## src/hw/rtl/clm_pkg.sv

```systemverilog
// shared types and constants for the circular list manager
`timescale 1ns / 1ps

package clm_pkg;

  localparam int DEPTH = 256;
  localparam int IDX_W = $clog2(DEPTH);
  localparam int CNT_W = $clog2(DEPTH + 1);
  localparam int VAL_W = 32;

  typedef enum logic [2:0] {
    OP_INS_HEAD = 3'd0,
    OP_INS_TAIL = 3'd1,
    OP_REMOVE   = 3'd2,
    OP_FIND     = 3'd3,
    OP_CLEAR    = 3'd4
  } op_t;

  typedef enum logic [1:0] {
    STAT_OK     = 2'd0,
    STAT_FULL   = 2'd1,
    STAT_ABSENT = 2'd2
  } stat_t;

  typedef enum logic [3:0] {
    S_IDLE,
    S_TAKE_RD,
    S_TAKE_WT,
    S_INS_NODE,
    S_INS_LINK,
    S_SRCH_RD,
    S_SRCH,
    S_REM_LINK,
    S_REM_FREE,
    S_DONE
  } state_t;

  typedef struct packed {
    logic             found;
    logic [1:0]       status;
    logic [CNT_W-1:0] count;
  } res_t;

  typedef struct packed {
    logic [IDX_W-1:0] rd_addr;
    logic             we_val;
    logic             we_link;
    logic [IDX_W-1:0] wr_addr;
    logic [VAL_W-1:0] wr_val;
    logic [IDX_W-1:0] wr_link;
  } mem_req_t;

  typedef struct packed {
    logic [VAL_W-1:0] rd_val;
    logic [IDX_W-1:0] rd_link;
  } mem_rsp_t;

endpackage

```

## src/hw/rtl/clm_ctrl.sv

```systemverilog
// list sequencer: head, tail, free list and the walk over the node store
`timescale 1ns / 1ps

module clm_ctrl (
  input  logic                      clk,
  input  logic                      rst,
  input  logic                      in_valid,
  output logic                      in_ready,
  input  logic [2:0]                operation,
  input  logic signed [31:0]        value,
  output logic                      res_valid,
  input  logic                      res_ready,
  output clm_pkg::res_t             res,
  output clm_pkg::mem_req_t         mem_req,
  input  clm_pkg::mem_rsp_t         mem_rsp
);
  import clm_pkg::*;

  state_t state, state_next;

  logic [IDX_W-1:0] head, tail, free_head, slot, cur, prev, nxt;
  logic [CNT_W-1:0] cnt, free_cnt, fresh, n;
  logic [2:0]       op;
  logic [VAL_W-1:0] key;
  logic             found;
  stat_t            status;

  logic accept, match, last_node, free_avail, fresh_avail, is_remove;

  assign accept      = in_valid && in_ready;
  assign match       = mem_rsp.rd_val == key;
  assign last_node   = n == (cnt - CNT_W'(1));
  assign free_avail  = free_cnt != '0;
  assign fresh_avail = fresh != CNT_W'(DEPTH);
  assign is_remove   = op == OP_REMOVE;

  // next state
  always_comb begin
    state_next = state;
    case (state)
      S_IDLE: begin
        if (in_valid) begin
          case (operation)
            OP_INS_HEAD, OP_INS_TAIL: begin
              if (free_avail) state_next = S_TAKE_RD;
              else if (fresh_avail) state_next = S_INS_NODE;
              else state_next = S_DONE;
            end
            OP_REMOVE, OP_FIND: begin
              state_next = (cnt == '0) ? S_DONE : S_SRCH_RD;
            end
            default: state_next = S_DONE;
          endcase
        end
      end
      S_TAKE_RD:  state_next = S_TAKE_WT;
      S_TAKE_WT:  state_next = S_INS_NODE;
      S_INS_NODE: state_next = (cnt == '0) ? S_DONE : S_INS_LINK;
      S_INS_LINK: state_next = S_DONE;
      S_SRCH_RD:  state_next = S_SRCH;
      S_SRCH: begin
        if (match) begin
          if (!is_remove) state_next = S_DONE;
          else if (cnt == CNT_W'(1)) state_next = S_REM_FREE;
          else state_next = S_REM_LINK;
        end else if (last_node) begin
          state_next = S_DONE;
        end
      end
      S_REM_LINK: state_next = S_REM_FREE;
      S_REM_FREE: state_next = S_DONE;
      S_DONE:     if (res_ready) state_next = S_IDLE;
      default:    state_next = S_IDLE;
    endcase
  end

  // outputs and memory requests
  always_comb begin
    in_ready        = state == S_IDLE;
    res_valid       = state == S_DONE;
    res.found       = found;
    res.status      = status;
    res.count       = cnt;
    mem_req.rd_addr = cur;
    mem_req.we_val  = 1'b0;
    mem_req.we_link = 1'b0;
    mem_req.wr_addr = cur;
    mem_req.wr_val  = key;
    mem_req.wr_link = free_head;
    case (state)
      S_TAKE_RD: mem_req.rd_addr = free_head;
      S_INS_NODE: begin
        mem_req.we_val  = 1'b1;
        mem_req.we_link = 1'b1;
        mem_req.wr_addr = slot;
        mem_req.wr_link = (cnt == '0) ? slot : head;
      end
      S_INS_LINK: begin
        mem_req.we_link = 1'b1;
        mem_req.wr_addr = tail;
        mem_req.wr_link = slot;
      end
      S_SRCH: begin
        // chase the link straight from the read data, one node per cycle
        if (!match && !last_node) mem_req.rd_addr = mem_rsp.rd_link;
      end
      S_REM_LINK: begin
        mem_req.we_link = 1'b1;
        if (cur == head) begin
          mem_req.wr_addr = tail;
          mem_req.wr_link = nxt;
        end else if (cur == tail) begin
          mem_req.wr_addr = prev;
          mem_req.wr_link = head;
        end else begin
          mem_req.wr_addr = prev;
          mem_req.wr_link = nxt;
        end
      end
      S_REM_FREE: begin
        mem_req.we_link = 1'b1;
        mem_req.wr_addr = cur;
        mem_req.wr_link = free_head;
      end
      default: ;
    endcase
  end

  always_ff @(posedge clk) begin
    if (rst) begin
      state     <= S_IDLE;
      head      <= '0;
      tail      <= '0;
      cnt       <= '0;
      free_head <= '0;
      free_cnt  <= '0;
      fresh     <= '0;
      found     <= 1'b0;
      status    <= STAT_OK;
    end else begin
      state <= state_next;
      case (state)
        S_IDLE: begin
          if (accept) begin
            op     <= operation;
            key    <= value;
            cur    <= head;
            prev   <= tail;
            n      <= '0;
            found  <= 1'b0;
            status <= STAT_OK;
            case (operation)
              OP_INS_HEAD, OP_INS_TAIL: begin
                if (!free_avail) begin
                  if (fresh_avail) begin
                    slot  <= fresh[IDX_W-1:0];
                    fresh <= fresh + CNT_W'(1);
                  end else begin
                    status <= STAT_FULL;
                  end
                end
              end
              OP_REMOVE, OP_FIND: begin
                if (cnt == '0) status <= STAT_ABSENT;
              end
              OP_CLEAR: begin
                head      <= '0;
                tail      <= '0;
                cnt       <= '0;
                free_head <= '0;
                free_cnt  <= '0;
                fresh     <= '0;
              end
              default: ;
            endcase
          end
        end
        S_TAKE_WT: begin
          slot      <= free_head;
          free_head <= mem_rsp.rd_link;
          free_cnt  <= free_cnt - CNT_W'(1);
        end
        S_INS_NODE: begin
          if (cnt == '0) begin
            head <= slot;
            tail <= slot;
            cnt  <= cnt + CNT_W'(1);
          end
        end
        S_INS_LINK: begin
          if (op == OP_INS_HEAD) head <= slot;
          else tail <= slot;
          cnt <= cnt + CNT_W'(1);
        end
        S_SRCH: begin
          if (match) begin
            found <= 1'b1;
            nxt   <= mem_rsp.rd_link;
          end else if (last_node) begin
            status <= STAT_ABSENT;
          end else begin
            prev <= cur;
            cur  <= mem_rsp.rd_link;
            n    <= n + CNT_W'(1);
          end
        end
        S_REM_LINK: begin
          if (cur == head) head <= nxt;
          else if (cur == tail) tail <= prev;
        end
        S_REM_FREE: begin
          free_head <= cur;
          free_cnt  <= free_cnt + CNT_W'(1);
          cnt       <= cnt - CNT_W'(1);
          if (cnt == CNT_W'(1)) begin
            head <= '0;
            tail <= '0;
          end
        end
        default: ;
      endcase
    end
  end

endmodule

```

## config.mk

```make
export PLATFORM = sky130hd
export DESIGN_NAME = clm_ctrl
export DESIGN_NICKNAME = d
export VERILOG_FILES = /design/src/hw/rtl/clm_pkg.sv /design/src/hw/rtl/clm_ctrl.sv
export SDC_FILE = /design/constraint.sdc
export NUM_CORES = 1
export LEC_CHECK = 0
export ABC_AREA = 1
export BUFFER_PORTS_ARGS = -buffer_cell sky130_fd_sc_hd__buf_2
export CAP_MARGIN = 5
export CORE_MARGIN = 8
export CORE_UTILIZATION = 60
export CTS_CLUSTER_SIZE = 14
export DETAILED_ROUTE_END_ITERATION = 6
export PLACE_DENSITY = 0.95
export SLEW_MARGIN = 20
export SYNTH_ARGS = -nofsm -noshare
export SYNTH_HDL_FRONTEND = slang
export SYNTH_SLANG_ARGS = --single-unit
```

## constraint.sdc

```tcl
create_clock -name clk -period 6 [get_ports clk]
set_clock_uncertainty 0.15 [all_clocks]
set_input_delay 0.3 -clock clk [delete_from_list [all_inputs] [get_ports clk]]
set_output_delay 0.3 -clock clk [all_outputs]
set_load 0.005 [all_outputs]
```

## Word level (Yosys, flattened, before mapping)

Cells that the tools add are included.

| storage, ports and cells | value |
|---|---|
| register bits | 134 |

| operators by class | value |
|---|---|
| bitwise logic cells | 1 |
| eq/ne operators | 41 |
| $add $sub $neg | 6 |
| reduce and logical (&&, ||, !) cells | 30 |
| mux-type cells | 69 |

Operators by type and width:

| operator | count |
|---|---|
| $mux W8 | 24 |
| $pmux W8 S5 | 2 |
| $mux W9 | 8 |
| $pmux W9 S4 | 2 |
| $pmux W8 S2 | 4 |
| $pmux W8 S3 | 2 |
| $mux W4 | 10 |
| $add A9 B1 Y9 const B | 4 |
| $pmux W4 S9 | 1 |
| $pmux W9 S2 | 2 |
| $eq A32 B32 Y1 | 1 |
| $ne A2 B2 Y1 const B | 15 |
| $pmux W9 S3 | 1 |
| $sub A9 B1 Y9 const B | 2 |
| $eq A4 B3 Y1 const B | 4 |
| $eq A8 B8 Y1 | 2 |
| $reduce_and A3 Y1 | 5 |
| $reduce_and A6 Y1 | 2 |
| $ne A2 B1 Y1 const B | 5 |
| $reduce_and A5 Y1 | 2 |
| $eq A3 B2 Y1 const B | 3 |
| $eq A9 B1 Y1 const B | 1 |
| $eq A9 B9 Y1 | 1 |
| $logic_not A9 Y1 | 1 |
| 25 further kinds | 43 |

## Longest topological paths before layout

Gate-level depths: netlist (run 1).

| logic depth | value |
|---|---|
| depth in word-level cells | 6 |
| gate-level depth with buffers | 17 |
| mapped depth without buffers | 16 |

## Least setup slack after synthesis (run 1)

OpenSTA, ideal clock, no wires.

| path | value |
|---|---|
| path type | reg-to-reg |
| from | reg cnt[0] |
| to | reg cur[0], enable pin |
| path slack | 1.976 ns |
| data required time | 5.404 ns |
| arrival | 3.428 ns |
| buffers on the path | 0 |
| setup time | 0.446 ns |
| stages on the path, launching flop included | 12 |
| cell sequence | dfxtp_1 -> inv_1 -> ha_1 -> nand2_1 -> nor2_2 -> nand3_2 -> nand3_1 -> nand3_1 -> nor2_1 -> nand2_1 -> nand2_2 -> a211oi_1 |

| between the ends | value |
|---|---|
| longest elaborated chain between the ends | 4 |

RTL lines:

| what | RTL line | text |
|---|---|---|
| from (decl) | clm_ctrl.sv:22 | `logic [CNT_W-1:0] cnt, free_cnt, fresh, n;` |
| from (signal assigned) | clm_ctrl.sv:187 | `cnt <= cnt + CNT_W'(1);` |
| from (signal assigned) | clm_ctrl.sv:193 | `cnt <= cnt + CNT_W'(1);` |
| from (signal assigned) | clm_ctrl.sv:214 | `cnt <= cnt - CNT_W'(1);` |
| $sub A9 B1 Y9 | clm_ctrl.sv:32 | `assign last_node = n == (cnt - CNT_W'(1));` |
| $eq A9 B9 Y1 | clm_ctrl.sv:32 |  |
| $ne A2 B2 Y1 (no source line) | -- |  |
| $reduce_and A5 Y1 (no source line) | -- |  |
| to (signal assigned) | clm_ctrl.sv:203 | `cur <= mem_rsp.rd_link;` |
| to (decl) | clm_ctrl.sv:21 | `logic [IDX_W-1:0] head, tail, free_head, slot, cur, prev, nxt;` |

Every way passes these cells.
A chain may end at the register's enable or synchronous reset.

==> impl_results.html, run 1 <==
<table>
<tr><th>Metric</th><th>Value</th></tr>
<tr><th colspan="2">Clocking</th></tr>
<tr><td>Post-CTS clock slew at the launch and capture registers of the worst setup and hold paths</td><td>0.06 ns</td></tr>
<tr><td>Post-CTS Repair Setup Buffers</td><td>0</td></tr>
<tr><td>Root Driver</td><td>clkbuf_16</td></tr>
<tr><td>Number of gates resized after cts</td><td>0</td></tr>
<tr><td>Skew-Pair Late Insertion Delay</td><td>0.43 ns</td></tr>
<tr><td>Num Clock Sinks</td><td>134</td></tr>
<tr><td>Clock Path Buffers</td><td>2</td></tr>
<tr><td>TritonCTS clock tree</td><td>yes</td></tr>
<tr><td>Number of hold-repair buffers added at the cts stage</td><td>43</td></tr>
<tr><td>Number of clock buffers inserted by TritonCTS</td><td>17</td></tr>
<tr><td>H-tree levels</td><td>4</td></tr>
<tr><th colspan="2">STA</th></tr>
<tr><td>PnR worst setup slack</td><td>2.00 ns</td></tr>
<tr><td>Transition time of the tightest slew-check pin</td><td>1.06 ns</td></tr>
<tr><td>Maximum frequency from static timing analysis</td><td>250 MHz</td></tr>
<tr><td>Final Setup Violations</td><td>0</td></tr>
<tr><td>Final Cycle Share</td><td>0.667</td></tr>
<tr><td>Setup repair after global routing missed its margin</td><td>false</td></tr>
<tr><td>Setup TNS</td><td>0 ns</td></tr>
<tr><td>Number of max-slew violations in the final report</td><td>0</td></tr>
<tr><td>Final hold violations</td><td>0</td></tr>
<tr><td>Minimum clock period after layout</td><td>4.00 ns</td></tr>
<tr><td>Worst max-slew margin expressed relative to the limit</td><td>0.291</td></tr>
<tr><th colspan="2">Critical path</th></tr>
<tr><td>Signal arrival time at the worst endpoint</td><td>3.55 ns</td></tr>
<tr><td>Kind of critical path</td><td>register to output port</td></tr>
<tr><td>Slowest cell delay on critical path</td><td>0.94 ns</td></tr>
<tr><td>Startpoint kind of the worst setup timing path</td><td>register</td></tr>
<tr><td>Slowest stage cell, crit path</td><td>clkinv_1</td></tr>
<tr><td>Crit path max-delay family</td><td>buffers and inverters</td></tr>
<tr><td>Worst Path Max Fanout</td><td>35</td></tr>
<tr><td>Worst path bufs/invs</td><td>4</td></tr>
<tr><td>Reg-to-reg endpoint</td><td>prev[1]</td></tr>
<tr><td>Endpoint type of the worst setup path</td><td>output port</td></tr>
<tr><td>Cells on worst reg2reg path</td><td>5</td></tr>
<tr><td>Required time worst endpoint</td><td>5.55 ns</td></tr>
<tr><td>Critical R2R Launch</td><td>state[0]</td></tr>
<tr><td>Worst-path cell chain</td><td>nor2_1 &gt; nand2_1 &gt; clkinv_1 &gt; nor2_1 &gt; inv_1 &gt; o21ai_0 &gt; inv_1 &gt; o211ai_1 &gt; buf_2</td></tr>
<tr><td>Reg-to-reg setup timing slack</td><td>2.33 ns</td></tr>
<tr><th colspan="2">Min path</th></tr>
<tr><td>Hold Path Class</td><td>input port to register</td></tr>
<tr><td>Hold EP</td><td>state[1]</td></tr>
<tr><td>Worst Hold Depth</td><td>2</td></tr>
<tr><td>Min-delay src</td><td>rst</td></tr>
<tr><th colspan="2">Global route</th></tr>
<tr><td>Routing layer with the top usage in global route</td><td>met2</td></tr>
<tr><td>Met1 usage in global routing</td><td>0.340</td></tr>
<tr><td>Gr ovfl total</td><td>0</td></tr>
<tr><td>Antenna violations before repair</td><td>1</td></tr>
<tr><td>Met3 Usage GRT</td><td>0.0776</td></tr>
<tr><td>Via count of the first global-routing pass</td><td>8116</td></tr>
<tr><td>Largest net degree at the start of global routing</td><td>36</td></tr>
<tr><td>First-pass GRT wire length</td><td>41200 µm</td></tr>
<tr><td>Global routing met2 resource utilization</td><td>0.479</td></tr>
<tr><td>All-Layer GR Usage</td><td>0.291</td></tr>
<tr><th colspan="2">Logic synthesis</th></tr>
<tr><td>Seq/Total Area, Yosys</td><td>0.420</td></tr>
<tr><td>Number of enable-type register cells in the synthesized netlist</td><td>76</td></tr>
<tr><td>Instance count of the mapped netlist</td><td>1104</td></tr>
<tr><td>Top flip-flop cell by instance count after synthesis</td><td>edfxtp_1</td></tr>
<tr><td>Synth warnings</td><td>0</td></tr>
<tr><td>FFs w/ async S/R, synth</td><td>0</td></tr>
<tr><td>Number of storage elements in the synthesis netlist</td><td>134</td></tr>
<tr><td>Cell area after synthesis</td><td>8200 µm²</td></tr>
<tr><td>Mean post-synth cell area</td><td>7.42 µm²</td></tr>
<tr><td>Post-synth net total</td><td>1197</td></tr>
<tr><td>Distinct cell type count after synthesis</td><td>49</td></tr>
<tr><th colspan="2">Placed design</th></tr>
<tr><td>Weighted congestion reported at the end of routability-driven placement</td><td>1.00</td></tr>
<tr><td>Port bufs</td><td>150</td></tr>
<tr><td>Placement-stage worst setup slack</td><td>2.43 ns</td></tr>
<tr><td>HPWL after DPL</td><td>18200 µm</td></tr>
<tr><th colspan="2">Routing</th></tr>
<tr><td>Count of unresolved DRC violations after routing</td><td>0</td></tr>
<tr><td>Initial drt markers</td><td>1332</td></tr>
<tr><td>Number of nets with antenna violations after routing</td><td>0</td></tr>
<tr><td>Drt via density</td><td>5.83</td></tr>
<tr><td>Vias</td><td>8630</td></tr>
<tr><td>Iteration count of the initial detailed-routing pass</td><td>6</td></tr>
<tr><td>Routed len/inst</td><td>17.7 µm</td></tr>
<tr><td>Routed wire length</td><td>26200 µm</td></tr>
<tr><th colspan="2">Floorplan</th></tr>
<tr><td>Area of the die</td><td>17700 µm²</td></tr>
<tr><td>Y dimension of the die</td><td>133 µm</td></tr>
<tr><td>Site Rows</td><td>42</td></tr>
<tr><td>Starting utilization of the core area</td><td>0.616</td></tr>
<tr><td>Core ar.</td><td>13300 µm²</td></tr>
<tr><td>DIE WIDTH</td><td>133 µm</td></tr>
<tr><td>Top Ports</td><td>151</td></tr>
<tr><th colspan="2">Pwr</th></tr>
<tr><td>Max VDD drop</td><td>0.399 mV</td></tr>
<tr><td>Cell Pwr Density</td><td>437 nW/µm²</td></tr>
<tr><td>Static leakage</td><td>4.45 nW</td></tr>
<tr><th colspan="2">Outcome</th></tr>
<tr><td>Result of the run</td><td>finished clean</td></tr>
<tr><th colspan="2">Job</th></tr>
<tr><td>Max Cap Violations</td><td>0</td></tr>
<tr><th colspan="2">Finish</th></tr>
<tr><td>Final nets</td><td>1384</td></tr>
<tr><td>Fillcell total</td><td>926</td></tr>
<tr><td>Share of cells above drive strength 1</td><td>0.180</td></tr>
<tr><td>Area delta synth-&gt;final</td><td>23.6%</td></tr>
</table>
final cells by class:
| type | count | area [µm²] | area share |
|---|---|---|---|
| multi-input combinational | 783 | 4050 | 0.400 |
| sequential | 134 | 3440 | 0.340 |
| timing repair buffer | 198 | 1220 | 0.120 |
| inverter | 157 | 589 | 0.0582 |
| clock buffer | 21 | 483 | 0.0477 |
| tap | 176 | 220 | 0.0217 |
| clock inverter | 11 | 123 | 0.0121 |
| antenna | 1 | 2.50 | 0.000247 |
report_power, final:
group	internal, mW	leakage, nW	switching, mW
clock	0.659	0.287	0.409
sequential	1.17	1.18	0.163
combinational	0.688	2.98	1.34
total	2.52	4.45	1.91
state kept, by name, indices dropped and copies added, names as in the netlist:
| signal | cells |
|---|---|
| nxt | 8 |
| found | 1 |
| fresh | 9 |
| tail | 8 |
| status | 2 |
| slot | 8 |
| key | 32 |
| cur | 8 |
| op | 3 |
| free_cnt | 9 |
| prev | 8 |
| head | 8 |
| state | 4 |
| n | 9 |
| free_head | 8 |
| cnt | 9 |
logic make-up after synthesis:
| family | count (synthesis) | synth area share |
|---|---|---|
| AND/OR/NAND/NOR | 526 | 0.281 |
| adder cells (fa/ha/maj) | 14 | 0.0223 |
| flip-flops | 134 | 0.420 |
| XOR/XNOR | 28 | 0.0316 |
| AO/OA/AOI/OAI | 215 | 0.155 |
| buffers and inverters | 187 | 0.0901 |
metrics by stage:
step	power (mW)	utilization	hold slack, ns	instance area (µm²)	std cells
after detailed placement	3.25	0.683	0.294	9080	1405
final	4.43	0.762	0.0985	10100	1481
after global placement	3.19	0.683	0.284	9080	1405
after floorplan	2.68	-	0.249	8200	1104
after CTS	4.35	0.761	0.0721	10100	1480
after global routing	4.68	0.762	0.117	10100	1481
worst register-to-register path, cell delays in order, from the launching register on:
cell,delay [ns]
dfxtp_1,0.45
nor2_1,0.08
nand2_1,0.57
clkinv_1,0.94
a211oi_4,0.82
buf_4,0.34
worst max path at each step:
stage                         from          end  slack [ns]  depth (start not counted)
final                     state[0]  mem_req[57]        2.00                          9
after global routing      state[0]  mem_req[57]        1.67                          9
after CTS                 state[0]  mem_req[57]        2.07                          9
after detailed placement  state[0]      prev[1]        2.43                          5
after global placement    state[0]      prev[4]        2.49                          5
after floorplan             cnt[0]       cur[0]        1.98                         11
synth_stat cells, drive strengths merged, types with 2 or more instances:
library cell	number	area share
a221oi	8	0.0085
dfxtp	58	0.14
or2	4	0.0031
nor2	114	0.063
clkbuf	16	0.0073
nor4	2	0.0015
a31oi	7	0.0053
a22oi	6	0.0055
buf	14	0.011
a211oi	5	0.0046
o211ai	16	0.015
nor3	19	0.012
nand4	17	0.013
nand3b	2	0.0018
nor3b	3	0.0027
a21oi	70	0.046
o22ai	9	0.0069
nand3	71	0.047
xnor2	21	0.022
edfxtp	76	0.28
nand2	294	0.14
ha	13	0.020
o2111ai	4	0.0043
o21ai	86	0.055
inv	156	0.071
xor2	6	0.0064
placed cells by master (no fill, tap or decap), types with 5 or more instances in the layout:
master           n
nand2_1        289
ha_1            13
nor2_1         100
nor2_4           6
inv_2           10
dfxtp_1         58
o21ai_0         77
nor3_1          18
a21oi_1         65
clkbuf_16       19
o211ai_1        16
a22oi_1          6
nor2_2           6
a221oi_1         8
a31oi_1          7
o22ai_1          9
edfxtp_1        76
xnor2_1         21
xor2_1           6
o21ai_2          6
nand3_1         67
nand4_1         17
buf_4            5
inv_1          146
dlygate4sd3_1   43
buf_2          150
layer usage:
| metal | up-vias | part of all wire |
|---|---|---|
| met1 | 3906 | 0.37 |
| met5 | - | 0 |
| met4 | 0 | 0.047 |
| li1 | 4049 | - |
| met3 | 113 | 0.098 |
| met2 | 562 | 0.48 |
Note: power is estimated with default switching activity, not from simulation.
==> run 2: changes to the inputs <==
Settings changed: ABC_AREA 1 to 0, CORE_UTILIZATION 60 to 51, PLACE_DENSITY 0.95 to 0.88.
Clock period 6 ns to 3.34 ns, I/O delays scaled along.
==> run 2 against run 1 <==
Cell count down 20%. Non-clock buffer count rose by 27. Via count decreased by 14%. Hold slack better by 0.020 ns. Combinational power increased by 63%. Cell area fell by 2.8%. Synthesized area fell by 6.2%. Sequential cell count is the same. Global-route usage decreased by 4.3 points. Critical path depth did not move. Sequential power is 83% higher. Largest cell class unchanged.
==> impl_results.html, run 2 <==
<table>
<tr><th>Metric</th><th>Value</th></tr>
<tr><th colspan="2">Floorplan</th></tr>
<tr><td>DIE WIDTH</td><td>139 µm (+4.4%)</td></tr>
<tr><td>Starting utilization of the core area</td><td>0.513 (-0.103)</td></tr>
<tr><td>Core ar.</td><td>15000 µm² (+13%)</td></tr>
<tr><td>Top Ports</td><td>151 (unchanged)</td></tr>
<tr><td>Area of the die</td><td>19300 µm² (+9.0%)</td></tr>
<tr><td>Site Rows</td><td>45 (+7.1%)</td></tr>
<tr><td>Y dimension of the die</td><td>139 µm (+4.4%)</td></tr>
<tr><th colspan="2">Global route</th></tr>
<tr><td>Via count of the first global-routing pass</td><td>7195 (-11%)</td></tr>
<tr><td>Gr ovfl total</td><td>0 (unchanged)</td></tr>
<tr><td>First-pass GRT wire length</td><td>38100 µm (-7.5%)</td></tr>
<tr><td>Antenna violations before repair</td><td>3 (+2)</td></tr>
<tr><td>Largest net degree at the start of global routing</td><td>46 (+28%)</td></tr>
<tr><td>All-Layer GR Usage</td><td>0.247 (-0.0435)</td></tr>
<tr><th colspan="2">Finish</th></tr>
<tr><td>Final nets</td><td>1078 (-22%)</td></tr>
<tr><td>Area delta synth-&gt;final</td><td>28.2%</td></tr>
<tr><td>Most common cell after layout, fill and taps aside</td><td>buf_2</td></tr>
<tr><td>Share of cells above drive strength 1</td><td>0.258 (+0.0773)</td></tr>
<tr><td>Number of flip-flops under the largest register name</td><td>32 (unchanged)</td></tr>
<tr><td>Post-Route Utilization</td><td>0.657 (-0.104)</td></tr>
<tr><td>Most frequent cells in the layout</td><td>buf_2 (150), edfxtp_1 (76), nand2_1 (72)</td></tr>
<tr><td>Fillcell total</td><td>1141 (+23%)</td></tr>
<tr><td>Non-filler cells, final</td><td>1188 (-20%)</td></tr>
<tr><td>Most flop-heavy register</td><td>key</td></tr>
<tr><td>Post-Layout Inst Area</td><td>9850 µm² (-2.8%)</td></tr>
<tr><th colspan="2">Logic synthesis</th></tr>
<tr><td>Compound-gate portion of the synthesized area</td><td>0.192 (+0.0367)</td></tr>
<tr><td>Yosys top cell area share</td><td>0.297 (+0.0185)</td></tr>
<tr><td>Dominant cells by area after synthesis</td><td>edfxtp_1 (30%), dfxtp_1 (15%), xnor2_1 (7.1%)</td></tr>
<tr><td>Mux contribution to synthesized area</td><td>0.0177 (+0.0177)</td></tr>
<tr><td>FFs w/ async S/R, synth</td><td>0 (unchanged)</td></tr>
<tr><td>Seq/Total Area, Yosys</td><td>0.448 (+0.0280)</td></tr>
<tr><td>Simple-gate portion of the synthesized area</td><td>0.183 (-0.0981)</td></tr>
<tr><td>Top flip-flop cell by instance count after synthesis</td><td>edfxtp_1</td></tr>
<tr><td>Library cell with the largest summed area after synthesis</td><td>edfxtp_1</td></tr>
<tr><td>Fraction of synthesized cell area in xor and xnor cells</td><td>0.0899 (+0.0583)</td></tr>
<tr><td>Most common cell in the synthesized netlist</td><td>edfxtp_1</td></tr>
<tr><td>Number of storage elements in the synthesis netlist</td><td>134 (unchanged)</td></tr>
<tr><td>Instance count of the mapped netlist</td><td>791 (-28%)</td></tr>
<tr><td>Cell area after synthesis</td><td>7680 µm² (-6.2%)</td></tr>
<tr><td>Adder and majority gate portion of the synthesized area</td><td>0.0238 (+0.00148)</td></tr>
<tr><td>Number of enable-type register cells in the synthesized netlist</td><td>76 (unchanged)</td></tr>
<tr><td>Main combinational cell family by area after synthesis</td><td>compound AO/OA/AOI/OAI gates</td></tr>
<tr><td>Post-synth net total</td><td>884 (-26%)</td></tr>
<tr><td>Distinct cell type count after synthesis</td><td>81 (+65%)</td></tr>
<tr><td>Synth warnings</td><td>0 (unchanged)</td></tr>
<tr><td>Mean post-synth cell area</td><td>9.71 µm² (+31%)</td></tr>
<tr><td>Most numerous cell types in the synthesized netlist</td><td>edfxtp_1 (76), nand2_1 (73), xnor2_1 (62)</td></tr>
<tr><th colspan="2">Clocking</th></tr>
<tr><td>Root Driver</td><td>clkbuf_16</td></tr>
<tr><td>Number of clock buffers inserted by TritonCTS</td><td>17 (unchanged)</td></tr>
<tr><td>Num Clock Sinks</td><td>134 (unchanged)</td></tr>
<tr><td>Clock Path Buffers</td><td>2 (unchanged)</td></tr>
<tr><td>Post-CTS clock slew at the launch and capture registers of the worst setup and hold paths</td><td>0.06 ns (about the same)</td></tr>
<tr><td>H-tree levels</td><td>4 (unchanged)</td></tr>
<tr><td>TritonCTS clock tree</td><td>yes</td></tr>
<tr><td>Skew-Pair Late Insertion Delay</td><td>0.43 ns (about the same)</td></tr>
<tr><th colspan="2">Critical path</th></tr>
<tr><td>Critical path startpoint</td><td>cnt[1]</td></tr>
<tr><td>Endpoint type of the worst setup path</td><td>output port</td></tr>
<tr><td>Reg-to-reg endpoint</td><td>prev[1]</td></tr>
<tr><td>Reg-to-reg setup timing slack</td><td>0.11 ns (-2.22 ns)</td></tr>
<tr><td>Critical R2R Launch</td><td>cnt[2]</td></tr>
<tr><td>Startpoint kind of the worst setup timing path</td><td>register</td></tr>
<tr><td>Cells on worst reg2reg path</td><td>8 (+3)</td></tr>
<tr><td>Kind of critical path</td><td>register to output port</td></tr>
<tr><td>Required time worst endpoint</td><td>3.02 ns (-2.53 ns)</td></tr>
<tr><td>Signal arrival time at the worst endpoint</td><td>2.93 ns (-0.62 ns)</td></tr>
<tr><td>Worst Path Max Fanout</td><td>6 (-83%)</td></tr>
<tr><td>End point of the critical path</td><td>mem_req[57]</td></tr>
<tr><th colspan="2">Routing</th></tr>
<tr><td>Vias</td><td>7456 (-14%)</td></tr>
<tr><td>Routed wire length</td><td>24700 µm (-5.9%)</td></tr>
<tr><td>Drt via density</td><td>6.28 (+7.7%)</td></tr>
<tr><td>Routed len/inst</td><td>20.8 µm (+17%)</td></tr>
<tr><td>Initial drt markers</td><td>1288 (-3.3%)</td></tr>
<tr><td>Number of nets with antenna violations after routing</td><td>0 (unchanged)</td></tr>
<tr><td>Iteration count of the initial detailed-routing pass</td><td>7 (+1)</td></tr>
<tr><td>Count of unresolved DRC violations after routing</td><td>0 (unchanged)</td></tr>
<tr><th colspan="2">STA</th></tr>
<tr><td>Minimum clock period after layout</td><td>3.25 ns</td></tr>
<tr><td>Setup TNS</td><td>0 ns (unchanged)</td></tr>
<tr><td>Final Cycle Share</td><td>0.973</td></tr>
<tr><td>Final Setup Violations</td><td>0 (unchanged)</td></tr>
<tr><td>Maximum frequency from static timing analysis</td><td>308 MHz</td></tr>
<tr><td>Number of max-slew violations in the final report</td><td>0 (unchanged)</td></tr>
<tr><td>PnR worst setup slack</td><td>0.0914 ns (-1.91 ns)</td></tr>
<tr><td>Worst max-slew margin expressed relative to the limit</td><td>0.394 (+0.103)</td></tr>
<tr><td>Worst hold slack across all endpoints</td><td>0.118 ns (+0.0198 ns)</td></tr>
<tr><td>Final hold violations</td><td>0 (unchanged)</td></tr>
<tr><td>Transition time of the tightest slew-check pin</td><td>0.906 ns (-0.153 ns)</td></tr>
<tr><th colspan="2">Pwr</th></tr>
<tr><td>Switching part of the total</td><td>0.388 (-0.0431)</td></tr>
<tr><td>Proportion of power drawn by combinational gates</td><td>0.430 (-0.028)</td></tr>
<tr><td>Sequential fraction of design power</td><td>0.319 (+0.018)</td></tr>
<tr><td>Cell Pwr Density</td><td>778 nW/µm² (+78%)</td></tr>
<tr><td>PnR Total Power</td><td>7.66 mW (+73%)</td></tr>
<tr><td>Switching power</td><td>2.97 mW (+56%)</td></tr>
<tr><td>Max VDD drop</td><td>0.425 mV (+6.4%)</td></tr>
<tr><td>Relative contribution of the clock network to total power</td><td>0.251 (+0.010)</td></tr>
<tr><td>Static leakage</td><td>3.87 nW (-13%)</td></tr>
<tr><td>Cell Int Power</td><td>4.68 mW (+86%)</td></tr>
<tr><th colspan="2">Placed design</th></tr>
<tr><td>Weighted congestion reported at the end of routability-driven placement</td><td>0.986 (-1.8%)</td></tr>
<tr><td>Port bufs</td><td>150 (unchanged)</td></tr>
<tr><td>HPWL after DPL</td><td>17000 µm (-6.4%)</td></tr>
<tr><td>Placement-stage worst setup slack</td><td>0.225 ns (-2.21 ns)</td></tr>
<tr><td>Area of placed instances</td><td>8690 µm² (-4.3%)</td></tr>
<tr><td>Placed instance count</td><td>1109 (-21%)</td></tr>
<tr><th colspan="2">Job</th></tr>
<tr><td>Max Cap Violations</td><td>0 (unchanged)</td></tr>
<tr><th colspan="2">Outcome</th></tr>
<tr><td>Result of the run</td><td>finished clean</td></tr>
<tr><th colspan="2">Min path</th></tr>
<tr><td>Hold Path Class</td><td>input port to register</td></tr>
</table>
run 2: changes by cell type after synthesis, sizes merged, moves of 10 or more:
cell    before  now
nand2      294   73
inv        156   35
nor2       114   58
nand3       71   19
a21oi       70   24
o21ai       86   42
xnor2       21   63
a222oi       0   24
clkbuf      16   39
nor4         2   13
or3          0   11
a22o         0   10
nor2b        0   10
nor3        19   29
run 2: how the worst min path moves through the flow:
stage	start	endpoint	slack (ns)	cells after the start
finish	rst	free_cnt[5]	0.12	4
global route	rst	free_cnt[7]	0.14	4
CTS	rst	free_cnt[5]	0.08	4
detailed placement	value[20]	key[20]	0.20	1
global placement	value[18]	key[18]	0.19	1
floorplan	value[0]	key[0]	0.12	0
run 2: area by class of cell:
cell class | instances | area [µm²] | area share
Clock buffer | 18 | 429 | 0.0436
Tap cell | 188 | 235 | 0.0239
Inverter | 35 | 131 | 0.0133
Clock inverter | 14 | 175 | 0.0178
Antenna cell | 2 | 5.00 | 0.000508
Multi-Input combinational cell | 572 | 4000 | 0.406
Timing Repair Buffer | 225 | 1430 | 0.145
Sequential cell | 134 | 3440 | 0.350
run 2: metal layers:
metal,part of all wire,vias to the layer above,global-route usage
met5,0.00032,-,0
met4,0.042,2,0.118
met3,0.10,86,0.0671
met2,0.48,466,0.412
met1,0.37,3526,0.290
li1,-,3376,-
run 2: kinds of logic (layout without fill, tap and decap cells):
kind of cell	Yosys count	in the layout
flops	134	134
other cells	0	2
xor+xnor	78	78
fa+ha+maj	14	14
mux	13	13
simple gates	272	272
compound gates	194	195
buf+inv	86	292
run 2: worst max-delay path, cell delays in order, from the launching register on:
cell	delay [ns]
dfxtp_1	0.36
inv_2	0.11
ha_4	0.15
or3b_4	0.40
or3_4	0.35
or3b_4	0.41
o31ai_4	0.13
a21boi_4	0.18
o311ai_1	0.25
buf_2	0.16
run 2: power groups by stage:
| stage | clock [mW] | combinational [mW] | sequential, mW |
|---|---|---|---|
| 5_1_grt | 2.01 | 3.56 | 2.48 |
| 4_1_cts | 1.94 | 3.13 | 2.43 |
| 3_5_place_dp | 0 | 3.04 | 2.45 |
| 3_3_place_gp | 0 | 2.95 | 2.44 |
| 2_1_floorplan | 0 | 2.19 | 2.34 |
| 6_report | 1.92 | 3.29 | 2.44 |
run 2: what timing repair did:
action,in CTS,in global routing
gates resized for setup,6,16
pin swaps,1,2
hold buffers,43,0
cloned,0,1
endpoints found under the setup margin,12,13
buffers inserted,2,0
endpoints found under the hold margin,60,0
==> run 3: changes to the inputs <==
Settings changed: ABC_AREA 0 to 1, PLACE_DENSITY 0.88 to 0.87.
==> run 3 against run 2 <==
Utilization fell by 1.0 points. Register-to-register slack better by 0.38 ns. Cell count up 29%. Count of clock-buffer cells in the layout down 1. Fmax increased by 1.7%. Sequential cell count is the same. Largest cell class unchanged. Wire length up 4.9%. Critical path depth rose by 2.
==> impl_results.html, run 3 (same netlist as run 1, synthesis figures left out) <==
<table>
<tr><th>Metric</th><th>Value</th></tr>
<tr><th colspan="2">Outcome</th></tr>
<tr><td>Result of the run</td><td>finished clean</td></tr>
<tr><th colspan="2">Critical path</th></tr>
<tr><td>Reg-to-reg setup timing slack</td><td>0.49 ns (+0.38 ns)</td></tr>
<tr><td>Kind of critical path</td><td>register to output port</td></tr>
<tr><td>End point of the critical path</td><td>mem_req[3]</td></tr>
<tr><td>Worst-path cell chain</td><td>inv_1 &gt; ha_2 &gt; nand2_1 &gt; nor2_2 &gt; nand3_2 &gt; nor2_4 &gt; inv_1 &gt; o22ai_1 &gt; nor3_1 &gt; a21oi_1 &gt; buf_2</td></tr>
<tr><td>Number of gates on the worst path with buffers counted</td><td>11 (+2)</td></tr>
<tr><td>Critical R2R Launch</td><td>cnt[0]</td></tr>
<tr><td>Signal arrival time at the worst endpoint</td><td>2.88 ns (-0.05 ns)</td></tr>
<tr><td>Required time worst endpoint</td><td>3.02 ns (about the same)</td></tr>
<tr><td>Slowest cell delay on critical path</td><td>0.37 ns (-0.04 ns)</td></tr>
<tr><td>Reg-to-reg endpoint</td><td>n[1]</td></tr>
<tr><td>Critical path startpoint</td><td>cnt[0]</td></tr>
<tr><td>Cells on worst reg2reg path</td><td>12 (+4)</td></tr>
<tr><td>Worst Path Max Fanout</td><td>7 (+1)</td></tr>
<tr><td>Crit path max-delay family</td><td>simple AND/OR/NAND/NOR gates</td></tr>
<tr><td>Startpoint kind of the worst setup timing path</td><td>register</td></tr>
<tr><td>Worst path bufs/invs</td><td>3 (+1)</td></tr>
<tr><td>Slowest stage cell, crit path</td><td>dfxtp_1</td></tr>
<tr><td>Cell with the most instances on the worst path</td><td>inv_1</td></tr>
<tr><td>Endpoint type of the worst setup path</td><td>output port</td></tr>
<tr><th colspan="2">Global route</th></tr>
<tr><td>Gr ovfl total</td><td>0 (unchanged)</td></tr>
<tr><td>Largest net degree at the start of global routing</td><td>39 (-15%)</td></tr>
<tr><td>Antenna violations before repair</td><td>2 (-1)</td></tr>
<tr><td>First-pass GRT wire length</td><td>40500 µm (+6.2%)</td></tr>
<tr><td>Via count of the first global-routing pass</td><td>8010 (+11%)</td></tr>
<tr><td>All-Layer GR Usage</td><td>0.253 (+0.00563)</td></tr>
<tr><th colspan="2">Pwr</th></tr>
<tr><td>Static leakage</td><td>4.48 nW (+16%)</td></tr>
<tr><td>Max VDD drop</td><td>0.542 mV (+28%)</td></tr>
<tr><td>PnR Total Power</td><td>7.81 mW (+1.9%)</td></tr>
<tr><td>Cell Pwr Density</td><td>765 nW/µm² (-1.7%)</td></tr>
<tr><th colspan="2">Routing</th></tr>
<tr><td>Count of unresolved DRC violations after routing</td><td>0 (unchanged)</td></tr>
<tr><td>Vias</td><td>8511 (+14%)</td></tr>
<tr><td>Iteration count of the initial detailed-routing pass</td><td>6 (-1)</td></tr>
<tr><td>Drt via density</td><td>5.56 (-11%)</td></tr>
<tr><td>Routed len/inst</td><td>16.9 µm (-19%)</td></tr>
<tr><td>Number of nets with antenna violations after routing</td><td>0 (unchanged)</td></tr>
<tr><td>Initial drt markers</td><td>886 (-31%)</td></tr>
<tr><td>Routed wire length</td><td>25900 µm (+4.9%)</td></tr>
<tr><th colspan="2">STA</th></tr>
<tr><td>Setup repair after global routing missed its margin</td><td>false</td></tr>
<tr><td>Final Cycle Share</td><td>0.956 (-0.0162)</td></tr>
<tr><td>Final Setup Violations</td><td>0 (unchanged)</td></tr>
<tr><td>Final hold violations</td><td>0 (unchanged)</td></tr>
<tr><td>Minimum clock period after layout</td><td>3.19 ns (-0.0542 ns)</td></tr>
<tr><td>Worst max-slew margin expressed relative to the limit</td><td>0.468 (+0.0739)</td></tr>
<tr><td>Number of max-slew violations in the final report</td><td>0 (unchanged)</td></tr>
<tr><td>Setup TNS</td><td>0 ns (unchanged)</td></tr>
<tr><td>Transition time of the tightest slew-check pin</td><td>0.795 ns (-0.110 ns)</td></tr>
<tr><td>Worst hold slack across all endpoints</td><td>0.0448 ns (-0.0736 ns)</td></tr>
<tr><td>Maximum frequency from static timing analysis</td><td>313 MHz (+1.7%)</td></tr>
<tr><th colspan="2">Finish</th></tr>
<tr><td>Fillcell total</td><td>1342 (+18%)</td></tr>
<tr><td>Number of flip-flops under the largest register name</td><td>32 (unchanged)</td></tr>
<tr><td>Final nets</td><td>1394 (+29%)</td></tr>
<tr><td>Most flop-heavy register</td><td>key</td></tr>
<tr><td>Most frequent cells in the layout</td><td>nand2_1 (289), buf_2 (150), inv_1 (146)</td></tr>
<tr><td>Area of the multi-input gates</td><td>4050 µm² (+1.2%)</td></tr>
<tr><td>Register Area</td><td>3440 µm² (about the same)</td></tr>
<tr><td>Post-Layout Inst Area</td><td>10200 µm² (+3.7%)</td></tr>
<tr><td>Share of cells above drive strength 1</td><td>0.188 (-0.0695)</td></tr>
<tr><td>Area delta synth-&gt;final</td><td>24.6%</td></tr>
<tr><td>Post-Route Utilization</td><td>0.647 (-0.0101)</td></tr>
<tr><td>Most common cell after layout, fill and taps aside</td><td>nand2_1</td></tr>
<tr><th colspan="2">Placed design</th></tr>
<tr><td>HPWL after DPL</td><td>18700 µm (+9.8%)</td></tr>
<tr><td>Port bufs</td><td>150 (unchanged)</td></tr>
<tr><td>Weighted congestion reported at the end of routability-driven placement</td><td>0.970 (-1.6%)</td></tr>
<tr><td>Area of placed instances</td><td>9200 µm² (+5.8%)</td></tr>
<tr><th colspan="2">Clocking</th></tr>
<tr><td>Post-CTS clock slew at the launch and capture registers of the worst setup and hold paths</td><td>0.06 ns (about the same)</td></tr>
<tr><td>Clock Path Buffers</td><td>2 (unchanged)</td></tr>
<tr><td>Skew-Pair Late Insertion Delay</td><td>0.43 ns (about the same)</td></tr>
<tr><td>Root Driver</td><td>clkbuf_16</td></tr>
<tr><td>Num Clock Sinks</td><td>134 (unchanged)</td></tr>
<tr><td>H-tree levels</td><td>4 (unchanged)</td></tr>
<tr><td>Post-CTS Repair Setup Buffers</td><td>0 (-2)</td></tr>
<tr><td>Number of clock buffers inserted by TritonCTS</td><td>17 (unchanged)</td></tr>
<tr><td>TritonCTS clock tree</td><td>yes</td></tr>
<tr><th colspan="2">Floorplan</th></tr>
<tr><td>Top Ports</td><td>151 (unchanged)</td></tr>
<tr><td>Site Rows</td><td>46 (+2.2%)</td></tr>
<tr><td>DIE WIDTH</td><td>143 µm (+2.9%)</td></tr>
<tr><td>Starting utilization of the core area</td><td>0.520 (+0.00664)</td></tr>
<tr><td>Area of the die</td><td>20400 µm² (+5.9%)</td></tr>
<tr><td>Core ar.</td><td>15800 µm² (+5.3%)</td></tr>
<tr><td>Y dimension of the die</td><td>143 µm (+2.9%)</td></tr>
<tr><th colspan="2">Min path</th></tr>
<tr><td>Hold Path Class</td><td>input port to register</td></tr>
<tr><th colspan="2">Job</th></tr>
<tr><td>Max Cap Violations</td><td>0 (unchanged)</td></tr>
</table>
run 3: metrics by stage:
step	cells	worst slack, ns
global route	1532	0.00219
finish	1532	0.146
floorplan	1104	0.128
detailed placement	1454	0.436
global placement	1454	0.522
CTS	1530	0.119
run 3: worst min path at each step:
stage                     startpoint       end  slack, ns  cells past startpoint
after global routing       res_ready  state[2]       0.06                      5
after floorplan             value[0]    key[0]       0.12                      0
after global placement     value[19]   key[19]       0.19                      1
final                      res_ready  state[2]       0.04                      5
after detailed placement   value[22]   key[22]       0.20                      1
after CTS                  res_ready  state[2]       0.02                      5
run 3: what timing repair did:
action	4_1_cts	5_1_grt
hold buffers	44	0
endpoints found under the setup margin	0	10
hold endpoints to repair	65	0
gates resized for setup	0	3
run 3: tightest hold or removal path, cell delays in order:
cell and delay (ns):
buf_2 0.07, o21ai_0 0.07, inv_1 0.11, a21oi_1 0.08
nor2_1 0.08
run 3: power by group:
part | internal (mW) | switching [mW] | leakage (nW)
Clock | 1.02 | 0.747 | 0.267
Combinational | 1.27 | 2.37 | 3.03
Sequential | 2.10 | 0.298 | 1.18
Total | 4.39 | 3.42 | 4.48
run 3: area by class of cell:
| class | instances | share of cell area |
|---|---|---|
| sequential | 134 | 0.337 |
| timing repair buffer | 208 | 0.127 |
| tap | 216 | 0.0265 |
| clock inverter | 15 | 0.0126 |
| clock buffer | 17 | 0.0417 |
| multi-input combinational | 783 | 0.397 |
| antenna | 2 | 0.000490 |
| inverter | 157 | 0.0577 |
run 3: layer usage:
metal	routed length (µm)	up-vias	global-route usage
met5	0	-	0
met4	1280	0	0.140
met3	2200	110	0.0568
met2	12700	486	0.435
met1	9680	3832	0.285
li1	-	4083	-
